<file path="src/pvc_pkg.sv">
`default_nettype none
// ----------------------------------------------------------------------------
// pvc_pkg
// Shared types, register indexes and reset values of the PID valve controller.
// ----------------------------------------------------------------------------
package pvc_pkg;

	localparam int DataW = 16;
	localparam int GainW = 15;
	localparam int CfgIdxW = 3;
	localparam int CfgDataW = 16;

	typedef enum logic [CfgIdxW-1:0] {
		REG_TARGET    = 3'd0,
		REG_GAIN_P    = 3'd1,
		REG_GAIN_D    = 3'd2,
		REG_GAIN_I    = 3'd3,
		REG_ILIMIT    = 3'd4,
		REG_SLOW_DIV  = 3'd5,
		REG_SLOW_LIM  = 3'd6
	} cfg_reg_t;

	localparam logic signed [15:0] RstTarget   = 16'sd0;
	localparam logic [14:0]        RstGainP    = 15'd150;
	localparam logic [14:0]        RstGainD    = 15'd10;
	localparam logic [14:0]        RstGainI    = 15'd2;
	localparam logic [14:0]        RstILimit   = 15'd20000;
	localparam logic [7:0]         RstSlowDiv  = 8'd2;
	localparam logic signed [7:0]  RstSlowLim  = 8'sd100;
	localparam logic signed [15:0] RstIntegral = -16'sd15000;
	localparam logic [7:0]         ValveMid    = 8'd128;

	typedef enum logic [3:0] {
		ST_IDLE,
		ST_MUL_P,
		ST_MUL_D,
		ST_DIV_D,
		ST_MUL_I,
		ST_MUL_IDT,
		ST_SLOW,
		ST_DIV_S,
		ST_ACC,
		ST_OUT
	} state_t;

	typedef struct packed {
		logic [15:0] measured_temp;
		logic [31:0] time_now;
	} in_item_t;

	typedef struct packed {
		logic [7:0]  valve_position;
		logic [15:0] integral_value;
	} out_item_t;

	typedef struct packed {
		logic [CfgIdxW-1:0]  index;
		logic [CfgDataW-1:0] data;
	} cfg_item_t;

endpackage
`default_nettype wire

</file>
<file path="src/pvc_if.sv">
`default_nettype none
// ----------------------------------------------------------------------------
// pvc_if
// Valid/ready channel carrying one payload of type T.
// ----------------------------------------------------------------------------
interface pvc_if #(parameter type T = logic) ();
	logic valid;
	logic ready;
	T     payload;
	modport source (output valid, output payload, input ready);
	modport sink (input valid, input payload, output ready);
endinterface
`default_nettype wire

</file>
<file path="src/pid_valve_controller.sv">
`default_nettype none
// ----------------------------------------------------------------------------
// pid_valve_controller
// PID temperature loop with clamped integral driving a valve position.
// ----------------------------------------------------------------------------
// One transaction at a time. Multiplies are shift-add, one bit per cycle, and
// divides are restoring, one quotient bit per cycle, all on a single 16-bit
// shift datapath. The passes are followed by the slow check, the accumulate
// and the output states. The derivative multiply and divide are skipped when
// the elapsed time is zero, and a further divide pass runs when a positive
// increment is slowed by the divisor. The block returns to idle as the result
// is taken into the output register, and then accepts the next sample.
module pid_valve_controller (
	input wire clk,
	input wire arst_n,
	pvc_if.sink   in_ch,
	pvc_if.sink   cfg,
	pvc_if.source out_ch
);
	import pvc_pkg::*;

	logic signed [15:0] target_q;
	logic [14:0] gain_p_q, gain_d_q, gain_i_q, ilimit_q;
	logic [7:0] slow_div_q;
	logic signed [7:0] slow_lim_q;
	logic signed [15:0] integ_q, last_err_q;
	logic [7:0] last_time_q;

	state_t state_q, state_d;
	logic [3:0] cnt_q;
	logic signed [15:0] e_q, up_q, ud_q, inc_q;
	logic [7:0] dt_q;
	logic [15:0] mcand_q, mplier_q, prod_q;
	logic [15:0] quo_q, rem_q, dvd_q;
	logic neg_q;
	logic out_valid_q;
	out_item_t out_q;

	logic in_acc, cfg_acc, out_acc;
	assign in_acc  = in_ch.valid && in_ch.ready;
	assign cfg_acc = cfg.valid && cfg.ready;
	assign out_acc = out_ch.valid && out_ch.ready;
	assign in_ch.ready = (state_q == ST_IDLE);
	assign cfg.ready = 1'b1;
	assign out_ch.valid = out_valid_q;
	assign out_ch.payload = out_q;

	// serial step values
	logic [15:0] prod_add, rem_sh;
	logic [16:0] rem_sub;
	assign prod_add = mplier_q[0] ? prod_q + mcand_q : prod_q;
	assign rem_sh   = {rem_q[14:0], dvd_q[15]};
	assign rem_sub  = {1'b0, rem_sh} - {1'b0, mcand_q};

	logic signed [15:0] err_n, de;
	assign err_n = target_q - $signed(in_ch.payload.measured_temp);
	assign de    = e_q - last_err_q;

	logic signed [16:0] acc_w, lim_w;
	logic signed [15:0] acc_c, result;
	assign acc_w = 17'(integ_q) + 17'(inc_q);
	assign lim_w = {2'b0, ilimit_q};
	always_comb begin
		if (acc_w > lim_w)
			acc_c = 16'(lim_w);
		else if (acc_w < -lim_w)
			acc_c = 16'(-lim_w);
		else
			acc_c = 16'(acc_w);
	end
	assign result = up_q + ud_q + integ_q;

	logic signed [15:0] res_div;
	assign res_div = (result < 0) ? -16'(16'(-result) >> 8)
	                              : (result >>> 8);

	logic signed [15:0] up_div;
	assign up_div = (up_q < 0) ? -16'(16'(-up_q) >> 8) : (up_q >>> 8);

	logic signed [15:0] quo_s;
	assign quo_s = neg_q ? 16'(-quo_q) : quo_q;

	always_comb begin
		state_d = state_q;
		case (state_q)
			ST_IDLE:    if (in_acc) state_d = ST_MUL_P;
			ST_MUL_P:   if (cnt_q == 4'd15) state_d = (dt_q == 8'd0) ? ST_MUL_I : ST_MUL_D;
			ST_MUL_D:   if (cnt_q == 4'd15) state_d = ST_DIV_D;
			ST_DIV_D:   if (cnt_q == 4'd15) state_d = ST_MUL_I;
			ST_MUL_I:   if (cnt_q == 4'd15) state_d = ST_MUL_IDT;
			ST_MUL_IDT: if (cnt_q == 4'd15) state_d = ST_SLOW;
			ST_SLOW:    state_d = (inc_q > 0 && up_div > 16'(slow_lim_q) &&
			                       slow_div_q != 8'd0) ? ST_DIV_S : ST_ACC;
			ST_DIV_S:   if (cnt_q == 4'd15) state_d = ST_ACC;
			ST_ACC:     state_d = ST_OUT;
			ST_OUT:     if (!out_valid_q || out_acc) state_d = ST_IDLE;
			default:    state_d = ST_IDLE;
		endcase
	end

	always_ff @(posedge clk or negedge arst_n) begin
		if (!arst_n) begin
			state_q <= ST_IDLE;
			out_valid_q <= 1'b0;
			target_q <= RstTarget;
			gain_p_q <= RstGainP;
			gain_d_q <= RstGainD;
			gain_i_q <= RstGainI;
			ilimit_q <= RstILimit;
			slow_div_q <= RstSlowDiv;
			slow_lim_q <= RstSlowLim;
			integ_q <= RstIntegral;
			last_err_q <= '0;
			last_time_q <= '0;
			cnt_q <= '0;
		end else begin
			state_q <= state_d;
			cnt_q <= (state_d != state_q) ? 4'd0 : cnt_q + 4'd1;
			if (cfg_acc) begin
				case (cfg.payload.index)
					REG_TARGET:   target_q <= cfg.payload.data;
					REG_GAIN_P:   gain_p_q <= cfg.payload.data[14:0];
					REG_GAIN_D:   gain_d_q <= cfg.payload.data[14:0];
					REG_GAIN_I:   gain_i_q <= cfg.payload.data[14:0];
					REG_ILIMIT:   ilimit_q <= cfg.payload.data[14:0];
					REG_SLOW_DIV: slow_div_q <= cfg.payload.data[7:0];
					REG_SLOW_LIM: slow_lim_q <= cfg.payload.data[7:0];
					default: ;
				endcase
			end
			case (state_q)
				ST_IDLE: if (in_acc) last_time_q <= in_ch.payload.time_now[7:0];
				ST_ACC: integ_q <= acc_c;
				default: ;
			endcase
			if (state_q == ST_OUT && (!out_valid_q || out_acc)) begin
				out_valid_q <= 1'b1;
				last_err_q <= e_q;
			end else if (out_acc) begin
				out_valid_q <= 1'b0;
			end
		end
	end

	always_ff @(posedge clk) begin
		case (state_q)
			ST_IDLE: if (in_acc) begin
				e_q <= err_n;
				dt_q <= in_ch.payload.time_now[7:0] - last_time_q;
				mcand_q <= err_n;
				mplier_q <= {1'b0, gain_p_q};
				prod_q <= '0;
				ud_q <= '0;
			end
			ST_MUL_P, ST_MUL_D, ST_MUL_I, ST_MUL_IDT: begin
				if (cnt_q == 4'd15) begin
					case (state_q)
						ST_MUL_P: begin
							up_q <= prod_add;
							prod_q <= '0;
							if (dt_q == 8'd0) begin
								mcand_q <= e_q;
								mplier_q <= {1'b0, gain_i_q};
							end else begin
								mcand_q <= de;
								mplier_q <= {1'b0, gain_d_q};
							end
						end
						ST_MUL_D: begin
							rem_q <= '0;
							quo_q <= '0;
							neg_q <= prod_add[15];
							dvd_q <= prod_add[15] ? 16'(-prod_add) : prod_add;
							mcand_q <= {8'd0, dt_q};
						end
						ST_MUL_I: begin
							mcand_q <= prod_add;
							mplier_q <= {8'd0, dt_q};
							prod_q <= '0;
						end
						default: begin
							inc_q <= prod_add[15] ? -16'($signed(16'(-prod_add) >> 4))
							                      : 16'(prod_add >> 4);
						end
					endcase
				end else begin
					prod_q <= prod_add;
					mcand_q <= {mcand_q[14:0], 1'b0};
					mplier_q <= {1'b0, mplier_q[15:1]};
				end
			end
			ST_DIV_D, ST_DIV_S: begin
				dvd_q <= {dvd_q[14:0], 1'b0};
				if (!rem_sub[16]) begin
					rem_q <= rem_sub[15:0];
					quo_q <= {quo_q[14:0], 1'b1};
				end else begin
					rem_q <= rem_sh;
					quo_q <= {quo_q[14:0], 1'b0};
				end
				if (state_q == ST_DIV_D && cnt_q == 4'd15) begin
					mcand_q <= e_q;
					mplier_q <= {1'b0, gain_i_q};
					prod_q <= '0;
				end
			end
			ST_SLOW: begin
				rem_q <= '0;
				quo_q <= '0;
				neg_q <= 1'b0;
				dvd_q <= inc_q;
				mcand_q <= {8'd0, slow_div_q};
			end
			default: ;
		endcase
		if (state_q == ST_MUL_I && cnt_q == 4'd0 && dt_q != 8'd0)
			ud_q <= {quo_s[7:0], 8'd0};
		if (state_q == ST_DIV_S && cnt_q == 4'd15)
			inc_q <= !rem_sub[16] ? {quo_q[14:0], 1'b1} : {quo_q[14:0], 1'b0};
		if (state_q == ST_OUT && (!out_valid_q || out_acc)) begin
			out_q.valve_position <= ValveMid + res_div[7:0];
			out_q.integral_value <= integ_q;
		end
	end

endmodule
`default_nettype wire

</file>
<file path="src/flat_wrapper.sv">
// flat-port wrapper written by rule: the top's interface ports become plain ports
module pid_valve_controller_flat import pvc_pkg::*;
  (clk, arst_n, in_ch_valid, in_ch_payload, in_ch_ready, cfg_valid, cfg_payload, cfg_ready, out_ch_valid, out_ch_payload, out_ch_ready);
  pvc_if #(.T(in_item_t)) in_ch_i ();
  pvc_if #(.T(cfg_item_t)) cfg_i ();
  pvc_if #(.T(out_item_t)) out_ch_i ();
  input wire clk;
  input wire arst_n;
  input wire logic [$bits(in_ch_i.valid)-1:0] in_ch_valid;
  input wire logic [$bits(in_ch_i.payload)-1:0] in_ch_payload;
  output wire logic [$bits(in_ch_i.ready)-1:0] in_ch_ready;
  input wire logic [$bits(cfg_i.valid)-1:0] cfg_valid;
  input wire logic [$bits(cfg_i.payload)-1:0] cfg_payload;
  output wire logic [$bits(cfg_i.ready)-1:0] cfg_ready;
  output wire logic [$bits(out_ch_i.valid)-1:0] out_ch_valid;
  output wire logic [$bits(out_ch_i.payload)-1:0] out_ch_payload;
  input wire logic [$bits(out_ch_i.ready)-1:0] out_ch_ready;
  assign in_ch_i.valid = in_ch_valid;
  assign in_ch_i.payload = in_ch_payload;
  assign in_ch_ready = in_ch_i.ready;
  assign cfg_i.valid = cfg_valid;
  assign cfg_i.payload = cfg_payload;
  assign cfg_ready = cfg_i.ready;
  assign out_ch_valid = out_ch_i.valid;
  assign out_ch_payload = out_ch_i.payload;
  assign out_ch_i.ready = out_ch_ready;
  pid_valve_controller u_core (.clk(clk), .arst_n(arst_n), .in_ch(in_ch_i), .cfg(cfg_i), .out_ch(out_ch_i));
endmodule
</file>
<file path="config.mk">
export PLATFORM = sky130hd
export DESIGN_NAME = pid_valve_controller_flat
export DESIGN_NICKNAME = d
export VERILOG_FILES = /design/src/pvc_pkg.sv /design/src/pvc_if.sv /design/src/pid_valve_controller.sv /design/src/flat_wrapper.sv
export SDC_FILE = /design/constraint.sdc
export NUM_CORES = 1
export LEC_CHECK = 0
export ABC_AREA = 1
export BUFFER_PORTS_ARGS = -buffer_cell sky130_fd_sc_hd__buf_4
export CAP_MARGIN = 0
export CORE_UTILIZATION = 60
export CTS_CLUSTER_SIZE = 40
export DETAILED_ROUTE_END_ITERATION = 16
export PLACE_DENSITY = 0.82
export SLEW_MARGIN = 0
export SYNTH_ARGS = -nofsm -noshare
export SYNTH_HDL_FRONTEND = slang
export SYNTH_SLANG_ARGS = --single-unit
</file>
<file path="constraint.sdc">
create_clock -name clk -period 6 [get_ports clk]
set_clock_uncertainty 0.05 [all_clocks]
set_input_delay 1.2 -clock clk [delete_from_list [all_inputs] [get_ports clk]]
set_output_delay 1.2 -clock clk [all_outputs]
set_load 0.05 [all_outputs]
</file>
* Word level (Yosys, flattened, before mapping)
Cells that the tools add are included.
** Storage, ports and cells
- Input bits :: 72
- Word-level logic and storage cells :: 180
- Output and inout port bits :: 27
- Bits in registers :: 324
** Cells by class
- Eq/ne operators :: 25
- $add $sub $neg :: 18
- Reduce and logical (&&, ||, !) cells :: 46
- Muxes and demuxes :: 58
- Magnitude comparators :: 6
** Operators with widths (count)
- 16-bit 2-to-1 mux :: 26
- 16-bit case mux with 3 select lines :: 4
- 15-bit case mux with 3 select lines :: 2
- 16-bit case mux with 4 select lines :: 1
- 15-bit 2-to-1 mux :: 4
- 16-bit adder :: 3
- 16-bit negator :: 3
- 4-bit 2-to-1 mux :: 10
- 4-bit case mux with 10 select lines :: 1
- 16-bit by 1-bit less-than comparator with 1-bit output, second input constant :: 2
- 16-bit case mux with 2 select lines :: 1
- 16-bit subtractor :: 2
- 2-bit AND reduction :: 9
- 16-bit by 16-bit adder with 17-bit output :: 1
- 17-bit by 16-bit > comparator with 1-bit output :: 1
- 17-bit less-than comparator :: 1
- 15-bit negator with 17-bit output :: 1
- 16-bit by 16-bit subtractor with 17-bit output :: 1
- 4-bit by 3-bit == test with 1-bit output, second input constant :: 4
- 16-bit by 1-bit > comparator with 1-bit output, second input constant :: 1
- 16-bit by 8-bit > comparator with 1-bit output :: 1
- 8-bit 2-to-1 mux :: 2
- 12-bit negator with 16-bit output :: 1
- 8-bit negator with 16-bit output :: 1
- 34 further kinds :: 70

* Longest topological paths before layout
- Depth in word-level cells :: 10
- Mapped depth :: 34
- Mapped depth without buffers :: 34

* Worst setup path before layout
OpenSTA, ideal clock, no wires.
- Kind :: flip-flop to flip-flop
- Start :: register u_core.inc_q[0]
- End :: register u_core.integ_q[11]
- Slack :: 2.156 ns
- Setup time :: 0.117 ns
- Buffers on the path :: 1
- Arrival :: 3.677 ns
- Period minus slack after synthesis :: 3.844 ns
- Stages on the path, launching flop included :: 25
- Data required time :: 5.833 ns
- Cells stage by stage :: edfxtp_1 ha_1 fa_1 nand3_1 nand2_1 a21oi_1 o21ai_2 a21oi_1 o21ai_0 xor2_1 ha_1 nand2_1 inv_1 o21ai_0 nand2_1 a21oi_1 nand3_1 or2_2 nand2_1 clkbuf_1 o21ai_0 nand2_1 o21ai_0 nand2_1 nand2_1
** On the way
- Longest elaborated chain between the ends :: 4
- Elaborated cells on any way between the ends :: 5
- Those cells by class :: 1 x add/sub; 2 x order compare; 2 x mux
** RTL lines
- from (decl) :: line pid_valve_controller.sv:31 : logic signed [15:0] e_q, up_q, ud_q, inc_q;
- from (signal assigned) :: line pid_valve_controller.sv:182 : inc_q <= prod_add[15] ? -16'($signed(16'(-prod_add) >> 4))
- from (signal assigned) :: line pid_valve_controller.sv:219 : inc_q <= !rem_sub[16] ? {quo_q[14:0], 1'b1} : {quo_q[14:0], 1'b0};
- 16-bit by 16-bit adder with 17-bit output (*) :: line pid_valve_controller.sv:61 : assign acc_w = 17'(integ_q) + 17'(inc_q);
- 17-bit less-than comparator :: line pid_valve_controller.sv:66 : else if (acc_w < -lim_w)
- 16-bit 2-to-1 mux :: line pid_valve_controller.sv:66
- 16-bit 2-to-1 mux (*) :: line pid_valve_controller.sv:64 : if (acc_w > lim_w)
- to (signal assigned) :: line pid_valve_controller.sv:112 : integ_q <= RstIntegral;
- to (decl) :: line pid_valve_controller.sv:26 : logic signed [15:0] integ_q, last_err_q;
Mark *: on every way between the ends. The rest lies on a longest branch, timed or not.
A chain may end at the register's enable or synchronous reset.

* Worst setup path after layout
- Start :: register u_core.integ_q[0]
- End :: register u_core.integ_q[7]
** On the way
- Longest elaborated chain between the ends :: 4
- Elaborated cells on any way between the ends :: 5
- Those cells by class :: 1 x add/sub; 2 x order compare; 2 x mux
** RTL lines (line)
- 16-bit by 16-bit adder with 17-bit output (*) :: pid_valve_controller.sv:61
- 17-bit less-than comparator :: pid_valve_controller.sv:66
- 16-bit 2-to-1 mux :: pid_valve_controller.sv:66
- 16-bit 2-to-1 mux (*) :: pid_valve_controller.sv:64
Marks and branches as above.

==> results.md <==
- Outcome: complete, no violations
- Final hold vios: 0
- Max-cap viol count: 0
- Iteration-0 DRC Markers: 1,858
- Largest net degree at the start of global routing: 91
- Mapped Nets: 3,011
- Synth async-reset ratio: 43.7%
- Global placer's final weighted congestion: 0.957
- DP HPWL: 44.2 mm
- Rel. slew slack: 22.5%
- F_max: 0.204 GHz
- Post-CTS sizing: 0
- Syn Inst Count: 2,763
- Main synth FF type: edfxtp_1
- Synth-to-layout area growth: 10.4%
- Tmin final: 4.91 ns
- Min-delay src: u_core.gain_p_q[10]
- Leakage: 0.0115 µW
- Hold path depth: 2
- Commonest non-fill, non-tap cell in the layout: nand2_1
- Final ANT Viol Nets: 0
- RR Endpoint: u_core.integ_q[7]
- Hold EP: u_core.gain_p_q[10]
- Worst Max-Slew Pin Slew: 1.16 ns
- WS Path Type: register to register
- Pre-antenna DRT Iters: 8
- Routed WL: 59.5 mm
- Die Ht: 193 µm
- Clock slew at reported path FFs: 0.06 ns
- Layout cell share with drive strength beyond 1: 9.47%
- Total global routing overflow: 0
- Seq/Total Area, Yosys: 41.1%
- Yosys warns: 0
- Placed inst area: 0.0229 mm²
- Avg Inst Size Synth: 7.95 µm²
- FF-to-FF Start: u_core.integ_q[0]
- CTS sink count: 323
- Core area: 0.0358 mm²
- Fin Setup TNS: 0 ns
- Setup crit start kind: register
- Worst hold path class: register to register
- Worst path required time: 6.45 ns
- Initial antenna violation count: 1
- Root Buffer: clkbuf_16
- H-tree Lvls: 2
- Final worst-path cycle share: 81.8%
- Final design area excluding fillers: 0.0242 mm²
- Vias in the first global route: 18,700
- I/O pin cnt: 99
- CTS Buffer Depth: 3
- Row count: 69
- CTS tree: yes
- Die width: 193 µm
- Register bit total from synthesis: 323
- GRT Util Overall: 32.2%
- Mapped cell area: 0.0220 mm²
- Hold_buf cts: 0
- Commonest cells after routing, fill and taps aside: 733 x nand2_1, 331 x inv_1, 241 x o21ai_0, 197 x nor2_1, 182 x edfxtp_1
- Crit. End Element: register
- Initial Util: 61.3%
- Vias post-DR: 19,600
- Number of flops mapped to enable cells by yosys: 182
- Latest clock arrival within the worst-skew pair: 0.58 ns
- Unrepaired setup endpoints after global routing: false
- DRC viols: 0
- Slew Viols, Final: 0
- WL per Instance: 18.0 µm
- Post-CTS Setup Inserts: 0
- Die Area: 0.0374 mm²
- Reg2reg setup slack: 1.09 ns
- Via density: 5.92
- Total CTS buffers: 38
- Buffers on Ports: 73
- Final core occ: 67.7%
- Yosys cell types: 63
- Crit path DAT: 5.35 ns
- VDD IR-drop max: 0.338 mV
- Crit Path Max Fanout: 31
- Final setup vio count: 0
- P per Cell Area: 573 mW/mm²
- Final #Nets: 3,069
- First-pass GRT wire length: 96.1 mm
- Hold WS: 0.438 ns
- Worst reg2reg path depth: 24
- Antenna cells: 0
[metal layers]
metal / vias to the layer above / GRT usage, % / share of wire (%)
li1: 9345 / - / -
met1: 9187 / 43.4 / 42
met2: 924 / 52.4 / 46
met3: 158 / 4.29 / 8.6
met4: 0 / 13.9 / 4.1
met5: - / 0 / 0
[area by class of cell]
type,count,area (µm²)
Fill cell,2797,11600
Inverter,342,1280
Clock buffer,50,1080
Sequential cell,323,9020
Tap cell,461,577
Clock inverter,20,213
Timing Repair Buffer,91,687
Multi-Input combinational cell,2025,11400
[cells in the mapped netlist (3+ instances only)]
master | instances | area share, %
a211oi_1 | 7 | 0.24
a21boi_0 | 3 | 0.10
a21o_1 | 5 | 0.17
a21oi_1 | 146 | 3.3
a221oi_1 | 7 | 0.28
a22oi_1 | 5 | 0.17
a31oi_1 | 9 | 0.26
and2_1 | 6 | 0.17
buf_2 | 14 | 0.32
buf_4 | 3 | 0.10
clkbuf_1 | 52 | 0.89
clkinv_1 | 6 | 0.10
dfrtp_1 | 118 | 13
dfstp_2 | 23 | 2.8
edfxtp_1 | 182 | 25
fa_1 | 14 | 1.3
ha_1 | 162 | 9.2
inv_1 | 331 | 5.7
inv_2 | 5 | 0.085
mux2i_1 | 3 | 0.14
nand2_1 | 733 | 13
nand2_2 | 23 | 0.66
nand2_4 | 7 | 0.36
nand3_1 | 171 | 3.9
nand3_2 | 6 | 0.27
nand3b_1 | 3 | 0.10
nand4_1 | 35 | 1.0
nor2_1 | 200 | 3.4
nor2_2 | 12 | 0.34
nor2_4 | 7 | 0.36
nor3_1 | 21 | 0.48
nor4_1 | 5 | 0.14
o2111ai_1 | 4 | 0.16
o211ai_1 | 29 | 0.99
o21ai_0 | 241 | 5.5
o21ai_1 | 13 | 0.30
o21bai_1 | 6 | 0.21
o221ai_1 | 7 | 0.28
o22ai_1 | 3 | 0.085
o31ai_1 | 3 | 0.10
or2_1 | 4 | 0.11
or2_2 | 16 | 0.46
xnor2_1 | 32 | 1.3
xor2_1 | 53 | 2.1
[critical path, cell delays in order, from the launching register on]
cell     delay, ns
dfrtp_1       0.44
ha_1          0.24
fa_1          0.41
nand3_1       0.09
nand2_1       0.11
a21oi_1       0.31
o21ai_2       0.11
a21oi_1       0.26
o21ai_0       0.15
xor2_1        0.29
ha_1          0.30
nand2_1       0.06
inv_1         0.03
o21ai_0       0.14
nand2_1       0.07
a21oi_1       0.12
nand3_1       0.12
or2_2         0.30
nand2_1       0.62
nand2_1       0.09
o21ai_0       0.11
nand2_1       0.08
o21ai_0       0.11
nand2_1       0.11
nand2_1       0.10
[worst max path at each step]
stage	startpoint	end	slack, ns	depth (start not counted)
5_1_grt	u_core.integ_q[0]	u_core.integ_q[11]	0.59	23
4_1_cts	u_core.integ_q[0]	u_core.integ_q[7]	1.15	24
3_5_place_dp	u_core.inc_q[0]	u_core.integ_q[7]	1.18	24
3_3_place_gp	u_core.inc_q[0]	u_core.integ_q[11]	1.24	23
6_report	u_core.integ_q[0]	u_core.integ_q[7]	1.09	24
2_1_floorplan	u_core.inc_q[0]	u_core.integ_q[11]	2.16	24
[stage by stage]
step | cells | power, µW | setup WS (ns)
4_1_cts | 3312 | 13700 | 1.15
6_report | 3312 | 13900 | 1.09
2_1_floorplan | 2763 | 9370 | 2.16
5_1_grt | 3312 | 14900 | 0.594
3_5_place_dp | 3242 | 11300 | 1.18
3_3_place_gp | 3242 | 10900 | 1.24
[flip-flops by register name (all words and copies together) (netlist names), 4 cells and up]
register               count
u_core.integ_q            16
u_core.ilimit_q           15
u_core.quo_q              15
u_core.rem_q              15
u_core.dt_q                8
u_core.mplier_q           15
u_core.last_err_q         16
u_core.slow_lim_q          8
u_core.last_time_q         8
u_core.gain_p_q           15
u_core.state_q             4
u_core.out_ch.payload     24
u_core.cnt_q               4
u_core.target_q           16
u_core.up_q               16
u_core.mcand_q            16
u_core.dvd_q              16
u_core.e_q                16
u_core.gain_i_q           15
u_core.inc_q              16
u_core.prod_q             16
u_core.slow_div_q          8
u_core.ud_q                8
u_core.gain_d_q           15
[report_power, final]
group	switching [µW]	internal, µW
Sequential	435	3340
Clock	982	1410
Combinational	5190	2530
[logic make-up after synthesis]
family                   synth area share, %
AND/OR/NAND/NOR                         24.7
AO/OA/AOI/OAI                           12.8
buffers and inverters                   7.29
flip-flops                              41.1
adder cells (fa/ha/maj)                 10.5
XOR/XNOR                                3.46
multiplexers                           0.188
other                                 0.0171
Power figures use the tool's default switching activity.
